$ cat config.mk
export PLATFORM = sky130hd
export DESIGN_NAME = ordered_array_list_engine_top
export DESIGN_NICKNAME = d
export VERILOG_FILES = /design/src/hdl/oal_pkg.sv /design/src/hdl/ordered_array_list_engine_top.sv /design/src/hdl/oal_ctrl.sv /design/src/hdl/oal_datapath.sv
export SDC_FILE = /design/constraint.sdc
export NUM_CORES = 2
export LEC_CHECK = 0
export BUFFER_PORTS_ARGS = -buffer_cell sky130_fd_sc_hd__buf_4
export CAP_MARGIN = 30
export CORE_MARGIN = 2
export CORE_UTILIZATION = 66
export DETAILED_ROUTE_END_ITERATION = 16
export HOLD_SLACK_MARGIN = 0.06
export PLACE_DENSITY = 0.83
export REMOVE_ABC_BUFFERS = 1
export SYNTH_ARGS = -nofsm -noshare
export SYNTH_HDL_FRONTEND = slang
export SYNTH_SLANG_ARGS = --single-unit
$ cat constraint.sdc
create_clock -name clk_i -period 7 [get_ports clk_i]
set_input_delay 1.05 -clock clk_i [delete_from_list [all_inputs] [get_ports clk_i]]
set_output_delay 1.05 -clock clk_i [all_outputs]
set_load 0.1 [all_outputs]
$ cat src/hdl/oal_pkg.sv
// ----------------------------------------------------------------------------
// oal_pkg
// Shared types and constants for the ordered array list engine.
// ----------------------------------------------------------------------------
package oal_pkg;

  localparam int unsigned CAPACITY_DEF  = 64;
  localparam int unsigned WORD_BITS_DEF = 32;

  // fixed port widths
  localparam int unsigned FUNC_W  = 3;
  localparam int unsigned VALUE_W = 32;
  localparam int unsigned POS_W   = 7;
  localparam int unsigned STAT_W  = 2;
  localparam int unsigned TOTAL_W = 7;
  localparam int unsigned MPOS_W  = 6;

  typedef enum logic [FUNC_W-1:0] {
    FUNC_APPEND = 3'd0,
    FUNC_INSERT = 3'd1,
    FUNC_DELETE = 3'd2,
    FUNC_POP    = 3'd3,
    FUNC_REMOVE = 3'd4,
    FUNC_FIND   = 3'd5
  } func_e;

  typedef enum logic [STAT_W-1:0] {
    ST_OK    = 2'd0,
    ST_RANGE = 2'd1,
    ST_FULL  = 2'd2,
    ST_NONE  = 2'd3
  } status_e;

  // direction and handling of the entries read during a walk
  typedef enum logic [1:0] {
    WALK_UP      = 2'd0,
    WALK_DN      = 2'd1,
    WALK_COMPACT = 2'd2,
    WALK_SCAN    = 2'd3
  } walk_mode_e;

  typedef enum logic [1:0] {
    POS_KEEP   = 2'd0,
    POS_CNT    = 2'd1,
    POS_CNT_M1 = 2'd2
  } pos_sel_e;

  typedef enum logic [2:0] {
    S_IDLE,
    S_DECODE,
    S_INIT,
    S_WALK,
    S_DRAIN,
    S_PUT,
    S_FIN,
    S_DELIVER
  } state_e;

  typedef struct packed {
    logic       capture;
    logic       set_status;
    status_e    status;
    pos_sel_e   pos_sel;
    logic       walk_init;
    walk_mode_e mode;
    logic       rd_en;
    logic       put;
    logic       fin;
    logic       load_out;
  } oal_cmd_t;

  typedef struct packed {
    logic [FUNC_W-1:0] func;
    logic              full;
    logic              cnt_zero;
    logic              pos_gt_cnt;
    logic              pos_lt_cnt;
    logic              walk_last;
  } oal_stat_t;

endpackage

$ cat src/hdl/ordered_array_list_engine_top.sv
// ----------------------------------------------------------------------------
// ordered_array_list_engine_top
// Ordered list of data words in a single-port-read memory with an entry count.
// ----------------------------------------------------------------------------
// Usage:
//   Request channel (in_valid_i/in_ready_o) carries func_i, item_value_i and
//   position_i; each transaction returns exactly one response transaction on
//   out_valid_o/out_ready_i with status, entry total, removed word and match
//   information.
//   Insert, delete, pop, remove and find read the affected entries one per
//   cycle through the memory read port.
//   Requests are processed one at a time; a new request is taken as soon as
//   the previous result sits in the output register, even if the receiver
//   has not taken it yet. While the receiver stalls with a result pending,
//   the next result waits in the delivery step and no further request is
//   accepted.
//   Reset clears the entry count and the handshake state; the memory contents
//   are left as they are and no clearing pass is run.
// ----------------------------------------------------------------------------
module ordered_array_list_engine_top import oal_pkg::*; #(
  parameter int unsigned CAPACITY  = CAPACITY_DEF,
  parameter int unsigned WORD_BITS = WORD_BITS_DEF
) (
  input  logic               clk_i,
  input  logic               rst_ni,
  input  logic               in_valid_i,
  output logic               in_ready_o,
  input  logic [FUNC_W-1:0]  func_i,
  input  logic [VALUE_W-1:0] item_value_i,
  input  logic [POS_W-1:0]   position_i,
  output logic               out_valid_o,
  input  logic               out_ready_i,
  output logic [STAT_W-1:0]  status_o,
  output logic [TOTAL_W-1:0] entry_total_o,
  output logic [VALUE_W-1:0] result_word_o,
  output logic [MPOS_W-1:0]  match_position_o,
  output logic [TOTAL_W-1:0] match_total_o
);

  oal_cmd_t  cmd;
  oal_stat_t stat;

  oal_ctrl u_ctrl (
    .clk_i       (clk_i),
    .rst_ni      (rst_ni),
    .in_valid_i  (in_valid_i),
    .in_ready_o  (in_ready_o),
    .out_valid_o (out_valid_o),
    .out_ready_i (out_ready_i),
    .stat_i      (stat),
    .cmd_o       (cmd)
  );

  oal_datapath #(
    .CAPACITY  (CAPACITY),
    .WORD_BITS (WORD_BITS)
  ) u_datapath (
    .clk_i            (clk_i),
    .rst_ni           (rst_ni),
    .cmd_i            (cmd),
    .stat_o           (stat),
    .func_i           (func_i),
    .item_value_i     (item_value_i),
    .position_i       (position_i),
    .status_o         (status_o),
    .entry_total_o    (entry_total_o),
    .result_word_o    (result_word_o),
    .match_position_o (match_position_o),
    .match_total_o    (match_total_o)
  );

`ifndef SYNTHESIS
  // one request in flight: acceptance drops ready on the next cycle
  a_single_req: assert property (@(posedge clk_i) disable iff (!rst_ni)
    in_valid_i && in_ready_o |=> !in_ready_o)
    else $error("request accepted while another is in progress");

  // never overwrite a pending response
  a_no_overwrite: assert property (@(posedge clk_i) disable iff (!rst_ni)
    cmd.load_out |-> (!out_valid_o || out_ready_i))
    else $error("output register loaded while holding a pending response");

  // the walk stops reading after its last entry
  a_walk_stop: assert property (@(posedge clk_i) disable iff (!rst_ni)
    cmd.rd_en && stat.walk_last |=> !cmd.rd_en)
    else $error("memory walk ran past its last entry");

  // a taken response with nothing new behind it clears valid
  a_out_clear: assert property (@(posedge clk_i) disable iff (!rst_ni)
    out_valid_o && out_ready_i && !cmd.load_out |=> !out_valid_o)
    else $error("response valid stuck after transaction");
`endif

endmodule

$ cat src/hdl/oal_ctrl.sv
// ----------------------------------------------------------------------------
// oal_ctrl
// Sequencer: decodes a request, runs the memory walk and hands off results.
// ----------------------------------------------------------------------------
module oal_ctrl import oal_pkg::*; (
  input  logic      clk_i,
  input  logic      rst_ni,
  input  logic      in_valid_i,
  output logic      in_ready_o,
  output logic      out_valid_o,
  input  logic      out_ready_i,
  input  oal_stat_t stat_i,
  output oal_cmd_t  cmd_o
);

  state_e state_q, state_d;
  logic   out_vld_q, out_vld_d;
  logic   slot_free;

  function automatic walk_mode_e mode_of(logic [FUNC_W-1:0] f);
    walk_mode_e m;
    unique case (f)
      FUNC_INSERT:          m = WALK_UP;
      FUNC_DELETE, FUNC_POP: m = WALK_DN;
      FUNC_REMOVE:          m = WALK_COMPACT;
      default:              m = WALK_SCAN;
    endcase
    return m;
  endfunction

  assign in_ready_o  = (state_q == S_IDLE);
  assign out_valid_o = out_vld_q;
  assign slot_free   = !out_vld_q || out_ready_i;

  // next state
  always_comb begin
    state_d = state_q;
    unique case (state_q)
      S_IDLE: begin
        if (in_valid_i) state_d = S_DECODE;
      end
      S_DECODE: begin
        unique case (stat_i.func)
          FUNC_APPEND: state_d = stat_i.full ? S_DELIVER : S_PUT;
          FUNC_INSERT: begin
            if (stat_i.pos_gt_cnt || stat_i.full) state_d = S_DELIVER;
            else if (stat_i.pos_lt_cnt)          state_d = S_INIT;
            else                                 state_d = S_PUT;
          end
          FUNC_DELETE: state_d = stat_i.pos_lt_cnt ? S_INIT : S_DELIVER;
          FUNC_POP, FUNC_REMOVE, FUNC_FIND:
                       state_d = stat_i.cnt_zero ? S_DELIVER : S_INIT;
          default:     state_d = S_DELIVER;
        endcase
      end
      S_INIT:  state_d = S_WALK;
      S_WALK: begin
        if (stat_i.walk_last) state_d = S_DRAIN;
      end
      S_DRAIN: state_d = (stat_i.func == FUNC_INSERT) ? S_PUT : S_FIN;
      S_PUT:   state_d = S_DELIVER;
      S_FIN:   state_d = S_DELIVER;
      S_DELIVER: begin
        if (slot_free) state_d = S_IDLE;
      end
      default: state_d = S_IDLE;
    endcase
  end

  // commands
  always_comb begin
    cmd_o            = '0;
    cmd_o.status     = ST_OK;
    cmd_o.pos_sel    = POS_KEEP;
    cmd_o.mode       = mode_of(stat_i.func);
    unique case (state_q)
      S_IDLE: cmd_o.capture = in_valid_i;
      S_DECODE: begin
        unique case (stat_i.func)
          FUNC_APPEND: begin
            cmd_o.set_status = stat_i.full;
            cmd_o.status     = ST_FULL;
            cmd_o.pos_sel    = POS_CNT;
          end
          FUNC_INSERT: begin
            cmd_o.set_status = stat_i.pos_gt_cnt || stat_i.full;
            cmd_o.status     = stat_i.pos_gt_cnt ? ST_RANGE : ST_FULL;
          end
          FUNC_DELETE: begin
            cmd_o.set_status = !stat_i.pos_lt_cnt;
            cmd_o.status     = ST_RANGE;
          end
          FUNC_POP: begin
            cmd_o.set_status = stat_i.cnt_zero;
            cmd_o.status     = ST_NONE;
            cmd_o.pos_sel    = POS_CNT_M1;
          end
          FUNC_REMOVE, FUNC_FIND: begin
            cmd_o.set_status = stat_i.cnt_zero;
            cmd_o.status     = ST_NONE;
          end
          default: ;
        endcase
      end
      S_INIT:    cmd_o.walk_init = 1'b1;
      S_WALK:    cmd_o.rd_en     = 1'b1;
      S_DRAIN:   ;
      S_PUT:     cmd_o.put       = 1'b1;
      S_FIN:     cmd_o.fin       = 1'b1;
      S_DELIVER: cmd_o.load_out  = slot_free;
      default:   ;
    endcase
  end

  always_comb begin
    out_vld_d = out_vld_q;
    if (cmd_o.load_out)   out_vld_d = 1'b1;
    else if (out_ready_i) out_vld_d = 1'b0;
  end

  always_ff @(posedge clk_i or negedge rst_ni) begin
    if (!rst_ni) begin
      state_q   <= S_IDLE;
      out_vld_q <= 1'b0;
    end else begin
      state_q   <= state_d;
      out_vld_q <= out_vld_d;
    end
  end

endmodule

$ cat src/hdl/oal_datapath.sv
// ----------------------------------------------------------------------------
// oal_datapath
// Entry memory, entry count, walk pointers, match logic and result registers.
// ----------------------------------------------------------------------------
module oal_datapath import oal_pkg::*; #(
  parameter int unsigned CAPACITY  = CAPACITY_DEF,
  parameter int unsigned WORD_BITS = WORD_BITS_DEF
) (
  input  logic                clk_i,
  input  logic                rst_ni,
  input  oal_cmd_t            cmd_i,
  output oal_stat_t           stat_o,
  input  logic [FUNC_W-1:0]   func_i,
  input  logic [VALUE_W-1:0]  item_value_i,
  input  logic [POS_W-1:0]    position_i,
  output logic [STAT_W-1:0]   status_o,
  output logic [TOTAL_W-1:0]  entry_total_o,
  output logic [VALUE_W-1:0]  result_word_o,
  output logic [MPOS_W-1:0]   match_position_o,
  output logic [TOTAL_W-1:0]  match_total_o
);

  localparam int unsigned AW = $clog2(CAPACITY);
  localparam int unsigned CW = $clog2(CAPACITY + 1);
  localparam int unsigned PW = (CW > POS_W) ? CW : POS_W;

  logic [WORD_BITS-1:0] entry_mem [CAPACITY];

  // request
  logic [FUNC_W-1:0]    func_q;
  logic [WORD_BITS-1:0] val_q;
  logic [PW-1:0]        pos_q;
  // walk
  logic [CW-1:0]        cnt_q;
  logic [AW-1:0]        ptr_q;
  logic [AW-1:0]        rd_addr_q;
  logic                 rd_vld_q;
  logic [WORD_BITS-1:0] rdata_q;
  walk_mode_e           mode_q;
  logic [CW-1:0]        wp_q;
  // working results
  status_e              stat_q;
  logic [WORD_BITS-1:0] word_q;
  logic [AW-1:0]        mpos_q;
  logic [CW-1:0]        mtot_q;
  // output register
  status_e              out_stat_q;
  logic [CW-1:0]        out_cnt_q;
  logic [WORD_BITS-1:0] out_word_q;
  logic [AW-1:0]        out_mpos_q;
  logic [CW-1:0]        out_mtot_q;

  logic [CW-1:0]        cnt_m1;
  logic                 hit;
  logic                 wr_en;
  logic [AW-1:0]        wr_addr;
  logic [WORD_BITS-1:0] wr_data;
  logic                 take_word;

  assign cnt_m1 = cnt_q - CW'(1);
  assign hit    = rd_vld_q && (rdata_q == val_q);

  assign stat_o.func       = func_q;
  assign stat_o.full       = (cnt_q == CW'(CAPACITY));
  assign stat_o.cnt_zero   = (cnt_q == '0);
  assign stat_o.pos_gt_cnt = (pos_q > PW'(cnt_q));
  assign stat_o.pos_lt_cnt = (pos_q < PW'(cnt_q));
  // insert walks down to the insert position, the others up to the last entry
  assign stat_o.walk_last  = (mode_q == WALK_UP) ? (CW'(ptr_q) == CW'(pos_q))
                                                 : (CW'(ptr_q) == cnt_m1);

  // write port: either the new word or the word read in the previous cycle
  always_comb begin
    wr_en     = 1'b0;
    wr_addr   = '0;
    wr_data   = rdata_q;
    take_word = 1'b0;
    if (cmd_i.put) begin
      wr_en   = 1'b1;
      wr_addr = AW'(pos_q);
      wr_data = val_q;
    end else if (rd_vld_q) begin
      unique case (mode_q)
        WALK_UP: begin
          wr_en   = 1'b1;
          wr_addr = rd_addr_q + AW'(1);
        end
        WALK_DN: begin
          if (CW'(rd_addr_q) == CW'(pos_q)) begin
            take_word = 1'b1;
          end else begin
            wr_en   = 1'b1;
            wr_addr = rd_addr_q - AW'(1);
          end
        end
        WALK_COMPACT: begin
          wr_en   = !hit;
          wr_addr = AW'(wp_q);
        end
        WALK_SCAN: ;
        default: ;
      endcase
    end
  end

  always_ff @(posedge clk_i) begin
    if (wr_en) entry_mem[wr_addr] <= wr_data;
    if (cmd_i.rd_en) rdata_q <= entry_mem[ptr_q];
  end

  always_ff @(posedge clk_i or negedge rst_ni) begin
    if (!rst_ni) begin
      cnt_q    <= '0;
      rd_vld_q <= 1'b0;
    end else begin
      rd_vld_q <= cmd_i.rd_en;
      if (cmd_i.put) begin
        cnt_q <= cnt_q + CW'(1);
      end else if (cmd_i.fin) begin
        unique case (mode_q)
          WALK_DN:      cnt_q <= cnt_m1;
          WALK_COMPACT: cnt_q <= wp_q;
          default:      ;
        endcase
      end
    end
  end

  always_ff @(posedge clk_i) begin
    if (cmd_i.capture) begin
      func_q <= func_i;
      val_q  <= WORD_BITS'(item_value_i);
      pos_q  <= PW'(position_i);
      stat_q <= ST_OK;
      word_q <= '0;
      mpos_q <= '0;
      mtot_q <= '0;
    end else begin
      if (cmd_i.set_status) stat_q <= cmd_i.status;

      unique case (cmd_i.pos_sel)
        POS_CNT:    pos_q <= PW'(cnt_q);
        POS_CNT_M1: pos_q <= PW'(cnt_m1);
        default:    ;
      endcase

      if (cmd_i.walk_init) begin
        mode_q <= cmd_i.mode;
        wp_q   <= '0;
        unique case (cmd_i.mode)
          WALK_UP: ptr_q <= AW'(cnt_m1);
          WALK_DN: ptr_q <= AW'(pos_q);
          default: ptr_q <= '0;
        endcase
      end else if (cmd_i.rd_en) begin
        ptr_q <= (mode_q == WALK_UP) ? ptr_q - AW'(1) : ptr_q + AW'(1);
      end
      if (cmd_i.rd_en) rd_addr_q <= ptr_q;

      if (take_word) word_q <= rdata_q;

      if (rd_vld_q && mode_q == WALK_COMPACT) begin
        if (hit) mtot_q <= mtot_q + CW'(1);
        else     wp_q   <= wp_q + CW'(1);
      end
      if (hit && mode_q == WALK_SCAN) begin
        if (mtot_q == '0) mpos_q <= rd_addr_q;
        mtot_q <= mtot_q + CW'(1);
      end

      if (cmd_i.fin && (mode_q == WALK_COMPACT || mode_q == WALK_SCAN) &&
          mtot_q == '0) begin
        stat_q <= ST_NONE;
      end
    end

    if (cmd_i.load_out) begin
      out_stat_q <= stat_q;
      out_cnt_q  <= cnt_q;
      out_word_q <= word_q;
      out_mpos_q <= mpos_q;
      out_mtot_q <= mtot_q;
    end
  end

  assign status_o         = out_stat_q;
  assign entry_total_o    = TOTAL_W'(out_cnt_q);
  assign result_word_o    = VALUE_W'(out_word_q);
  assign match_position_o = MPOS_W'(out_mpos_q);
  assign match_total_o    = TOTAL_W'(out_mtot_q);

endmodule
# After elaboration in Yosys (flattened, before gate mapping)
# Memories as Yosys holds them, arrays and structs flattened. A register that Yosys moved wholly into a read port is not among the register bits.
# Cells that the tools add are included.
# word_totals
input_bits	46
ram_bits	2048
n_memories	1
ff_bits	176
output_inout_bits	56
word_cells	150
# op_classes
mux	57
bitwise	1
n_lt_le_gt_ge	2
n_addsub	8
reduce_logical	35
eq_ne	26
# mem_list
name	words	word_bits	rd	rd_ports_with_merged_regs	write_ports	line	rtl
u_datapath.entry_mem	64	32	1	1	1	oal_datapath.sv:27	logic [WORD_BITS-1:0] entry_mem [CAPACITY];
# op_table
operator	n
$mux W7	9
$mux W6	6
$eq A32 B32 Y1	1
$mux W32	1
$pmux W7 S2	2
$pmux W3 S4	2
$add A7 B1 Y7 const B	3
$eq A6 B7 Y1	3
$mux W3	7
$pmux W3 S7	1
$eq A3 B3 Y1 const B	6
$mux W1	18
$pmux W6 S3	1
$logic_not A7 Y1	2
$add A6 B1 Y6 const B	2
$eq A3 B2 Y1 const B	4
$pmux W6 S2	1
$reduce_and A2 Y1	6
$reduce_bool A2 Y1	6
$sub A6 B1 Y6 const B	2
$mux W2	5
$eq A7 B7 Y1 const B	1
$gt A7 B7 Y1	1
$lt A7 B7 Y1	1
20 further kinds	38

# Longest topological paths before layout
# depth
word_depth	8
mapped_depth	11

# Modules after synthesis
# A second synthesis with hierarchy kept.
# unflattened
hier_cells	4018
hier_area_um2	87880.5
# by_module_without_submodules
mod	area_each_um2	seq_area_each_um2	instances	cells_each
oal_datapath	87363.8	67114.4	1	3951
oal_ctrl	516.7	100.1	1	67

# Worst setup path before layout
# OpenSTA, ideal clock, no wires.
# synth_timing
kind	register -> register
start	register u_ctrl.state_q[0]
end	register u_datapath.func_q[0] (enable)
path_stages_with_launch	7
synth_period_minus_slack_ns	5.319
path_buffers	3
arrival_ns	4.906
slack_ns	1.681
required_ns	6.587
path_cell_list	dfrtp_1 clkbuf_1 nor3_1 nand2_1 inv_1 clkbuf_1 clkbuf_1
# synth_lines
element	line	rtl
start, declared	oal_ctrl.sv:16	state_e state_q, state_d;
start signal, assigned	oal_ctrl.sv:126	state_q <= state_d;
end signal, assigned	oal_datapath.sv:131	func_q <= func_i;
end, declared	oal_datapath.sv:30	logic [FUNC_W-1:0] func_q;

# Worst setup path in the final report
# layout_timing
start	register u_ctrl.state_q[2]
end	memory u_datapath.entry_mem[4][11] (netlist bit) (enable)
# layout_between
elab_chain_cells	5
word_cells_on_any_way	6
# layout_lines
element	line	rtl
$eq A3 B3 Y1 (*)	oal_ctrl.sv:76	unique case (state_q)
$mux W1 (*)	oal_ctrl.sv:76	
$mux W1	oal_datapath.sv:78	if (cmd_i.put) begin
$mux W1	oal_datapath.sv:107	if (wr_en) entry_mem[wr_addr] <= wr_data;
$mux W1 (not written as such)	oal_datapath.sv:107	
end, declared	oal_datapath.sv:27	
# Mark *: on every way between the ends. The rest lies on a longest branch, timed or not.

==> summary.md <==
| Metric | Value |
|---|---|
| Routed WL per cell | `41.36 microns` |
| Worst-skew pair later-pin latency | `860 ps` |
| Largest cells by area after synthesis | `edfxtp_1, mux4_2, dfxtp_1` |
| Slew margin rel. | `20.34%` |
| Root buf cell | `clkbuf_16` |
| Die area | `135500 sq um` |
| Clock Sinks | `2256` |
| Hold_sp | `item_value_i[18]` |
| Synthesized flop and latch total | `2256` |
| Largest net degree at the start of global routing | `126` |
| Share of cells above drive strength 1 | `30.20%` |
| Initial antenna violation count | `7` |
| Reg2Reg Capture Point | `u_datapath.entry_mem[4][11]` |
| Detailed-route via count | `46490` |
| Buffers and inverters on the worst path | `2` |
| Area Overhead vs Synth | `12.30%` |
| CTS Buffer Depth | `3` |
| # rows | `133` |
| Post-synthesis cell area | `87530 sq um` |
| Highest net fanout along the worst path | `48` |
| Syn Area/Cell | `22.08 sq um` |
| Crit-path most repeated cell | `buf_4` |
| CP Launch Point | `u_ctrl.state_q[2]` |
| CTS H-tree depth | `4` |
| I/O pin count | `102` |
| Non-filler instance count after layout | `6149` |
| Placed cell count | `5744` |
| R2R depth | `8` |
| Max stage delay on crit path | `1010 ps` |
| PD cells | `465.5 nW/um^2` |
| Endpoint, Worst Hold | `u_datapath.val_q[18]` |
| Status | `completed` |
| Setup bufs post-CTS | `0` |
| Fillers | `6484` |
| Worst EP required | `7520 ps` |
| Core Region | `131600 sq um` |
| GPL Wtd Cong | `0.9123` |
| Slowest-stage cell, CP | `nor3_2` |
| Yosys warns | `0` |
| Final wirelength | `254300 microns` |
| EDFF count, synth | `2197` |
| Overall Global Routing Usage | `37.26%` |
| Die Wd | `368.2 microns` |
| Hold Path Class | `input port to register` |
| CP delay by family, top | `simple AND/OR/NAND/NOR gates` |
| Fin crit share | `70.71%` |
| Post-DRT Antenna Nets | `0` |
| DR pass1 iterations | `6` |
| Maxcap violations | `0` |
| Max Freq | `202.0 MHz` |
| R2R setup slack | `2050 ps` |
| R2R Path Start | `u_ctrl.state_q[2]` |
| Skew final | `51.35 ps` |
| Asr flop ratio synth | `0.5319%` |
| Clock transition at path regs | `60 ps` |
| RSZ-0062 raised after global routing | `no` |
| Max VDD drop | `0.4813 mV` |
| CTS tree | `built` |
| Global-route wire length before repair | `348500 microns` |
| Sequential share of the synthesized area | `76.79%` |
| Die Ht | `368.2 microns` |
| Synth area leader | `edfxtp_1` |
| DRC violations left | `0` |
| Worst-path cell chain | `nand3b_1 > buf_4 > and3_1 > o21ai_4 > o21ai_0 > nand3b_2 > nor3_2 > buf_4` |
| Vias in the first global route | `46020` |
| Critical path arrival | `5460 ps` |
| Hold path cells | `1` |
| IO Port Bufs | `101` |
| Hold Slack | `389.0 ps` |
| Endpoints failing setup | `0` |
| Tmin final | `4950 ps` |
| Hold_buf cts | `1` |
| Post-CTS sizing | `0` |
| Worst Setup End Kind | `register` |
| Worst slew pin tran | `1195 ps` |
| Most used flip-flop cell after synthesis | `edfxtp_1` |
| Final Max Slew Viols | `0` |
| Count leader, synth | `edfxtp_1` |
| Yosys top cell area share | `75.37%` |
| DR vias/cell | `7.560` |
| Tot Pwr | `45.76 mW` |
| GRT Residual Overflow | `0` |
| Startpoint type of the worst setup path | `register` |
| Post-DP HPWL | `125100 microns` |
| Type of the worst setup path | `register to register` |
| Leak Pwr | `31.08 nW` |
| Initial core utilization | `66.50%` |
| Fin. Hold Viols | `0` |
| Initial DRC count | `9098` |
| Cts bufs inserted | `209` |
| Top cells by count, synth | `edfxtp_1, mux4_2, nand2_1` |
| Syn Inst Count | `3964` |
| Nets@finish | `4277` |
| Yosys cell types | `77` |
## flip-flops by register name, summed over array words and instances, names as in the netlist, 32 cells and up
signal / flops
u_datapath.rdata_q: 32
u_datapath.entry_mem: 2048
u_datapath.result_word_o: 32
u_datapath.word_q: 32
u_datapath.val_q: 32
## per-layer routing
layer / up-vias / share of wire [%] / track usage, %
met1: 23800 / 32 / 47.80
met2: 4638 / 50 / 60.31
met3: 884 / 13 / 9.542
met4: 6 / 6.0 / 18.35
met5: - / 0.016 / 0
li1: 17160 / - / -
## area by class of cell
class                           instances  area, sq um  share of cell area, %
Sequential cell                      2256        67210                  68.38
Multi-Input combinational cell       1453        19680                  20.02
Clock buffer                          258         5475                  5.570
Timing Repair Buffer                  261         2411                  2.453
Tap cell                             1755         2196                  2.234
Clock inverter                        130         1192                  1.213
Inverter                               30        113.9                 0.1158
Antenna cell                            6        15.01                0.01527
## stage by stage
step | utilization, % | setup slack [ps] | TNS [ps] | cell area, sq um
final | 74.68 | 2050 | 0 | 98300
after global placement | 69.21 | 2107 | 0 | 91100
after detailed placement | 69.40 | 2248 | 0 | 91360
after CTS | 74.48 | 2093 | 0 | 98030
after floorplan | - | -15230 | -607740 | 86550
after global routing | 74.66 | 1894 | 0 | 98280
## power breakdown
part           internal, mW  leakage (nW)  switching [mW]  total (mW)
clock network          6.17          3.26            5.19        11.4
logic                  5.28          7.42            10.2        15.5
registers              18.3          20.4           0.684        18.9
total                  29.7          31.1            16.1        45.8
## kinds of logic (layout without fill, tap and decap cells)
group / Yosys count / in the layout / synth area share (%)
buf+inv: 255 / 679 / 1.245
mux: 655 / 655 / 16.64
other cells: 0 / 6 / 0
flops: 2256 / 2256 / 76.79
fa+ha+maj: 20 / 20 / 0.2945
simple gates: 466 / 466 / 2.523
compound gates: 248 / 248 / 1.867
xor+xnor: 64 / 64 / 0.6404
## worst register-to-register path, stage by stage (launching register included)
cell      delay [ps]
dfrtp_1          640
nand3b_1         210
buf_4            550
and3_1           350
o21ai_4          110
o21ai_0          530
nand3b_2         760
nor3_2          1030
buf_4            440
## cell usage in the layout, fill, tap and decap left out, types with 12 or more instances in the layout
master	instances
nand2_1	209
nor3_1	13
dfxtp_1	47
nor2_1	39
dfrtp_1	12
nand4_1	14
bufinv_16	16
xnor2_1	53
a22oi_1	67
clkbuf_16	210
inv_1	28
clkinv_2	47
buf_4	227
a21oi_1	78
nand3_1	21
o21ai_0	35
buf_12	21
clkinv_1	42
nand2_2	32
mux4_2	640
mux2i_1	14
clkbuf_1	44
ha_1	19
edfxtp_1	2197
nor3_2	56
## how the worst max path moves through the flow
stage	to	slack, ps	depth (start not counted)
floorplan	u_datapath.rd_addr_q[0]	-15230	0
global placement	u_datapath.entry_mem[4][12]	2110	7
detailed placement	u_datapath.entry_mem[4][6]	2250	7
CTS	u_datapath.entry_mem[6][8]	2090	7
global route	u_datapath.entry_mem[4][8]	1890	8
finish	u_datapath.entry_mem[4][11]	2050	8
Power figures use the tool's default switching activity.
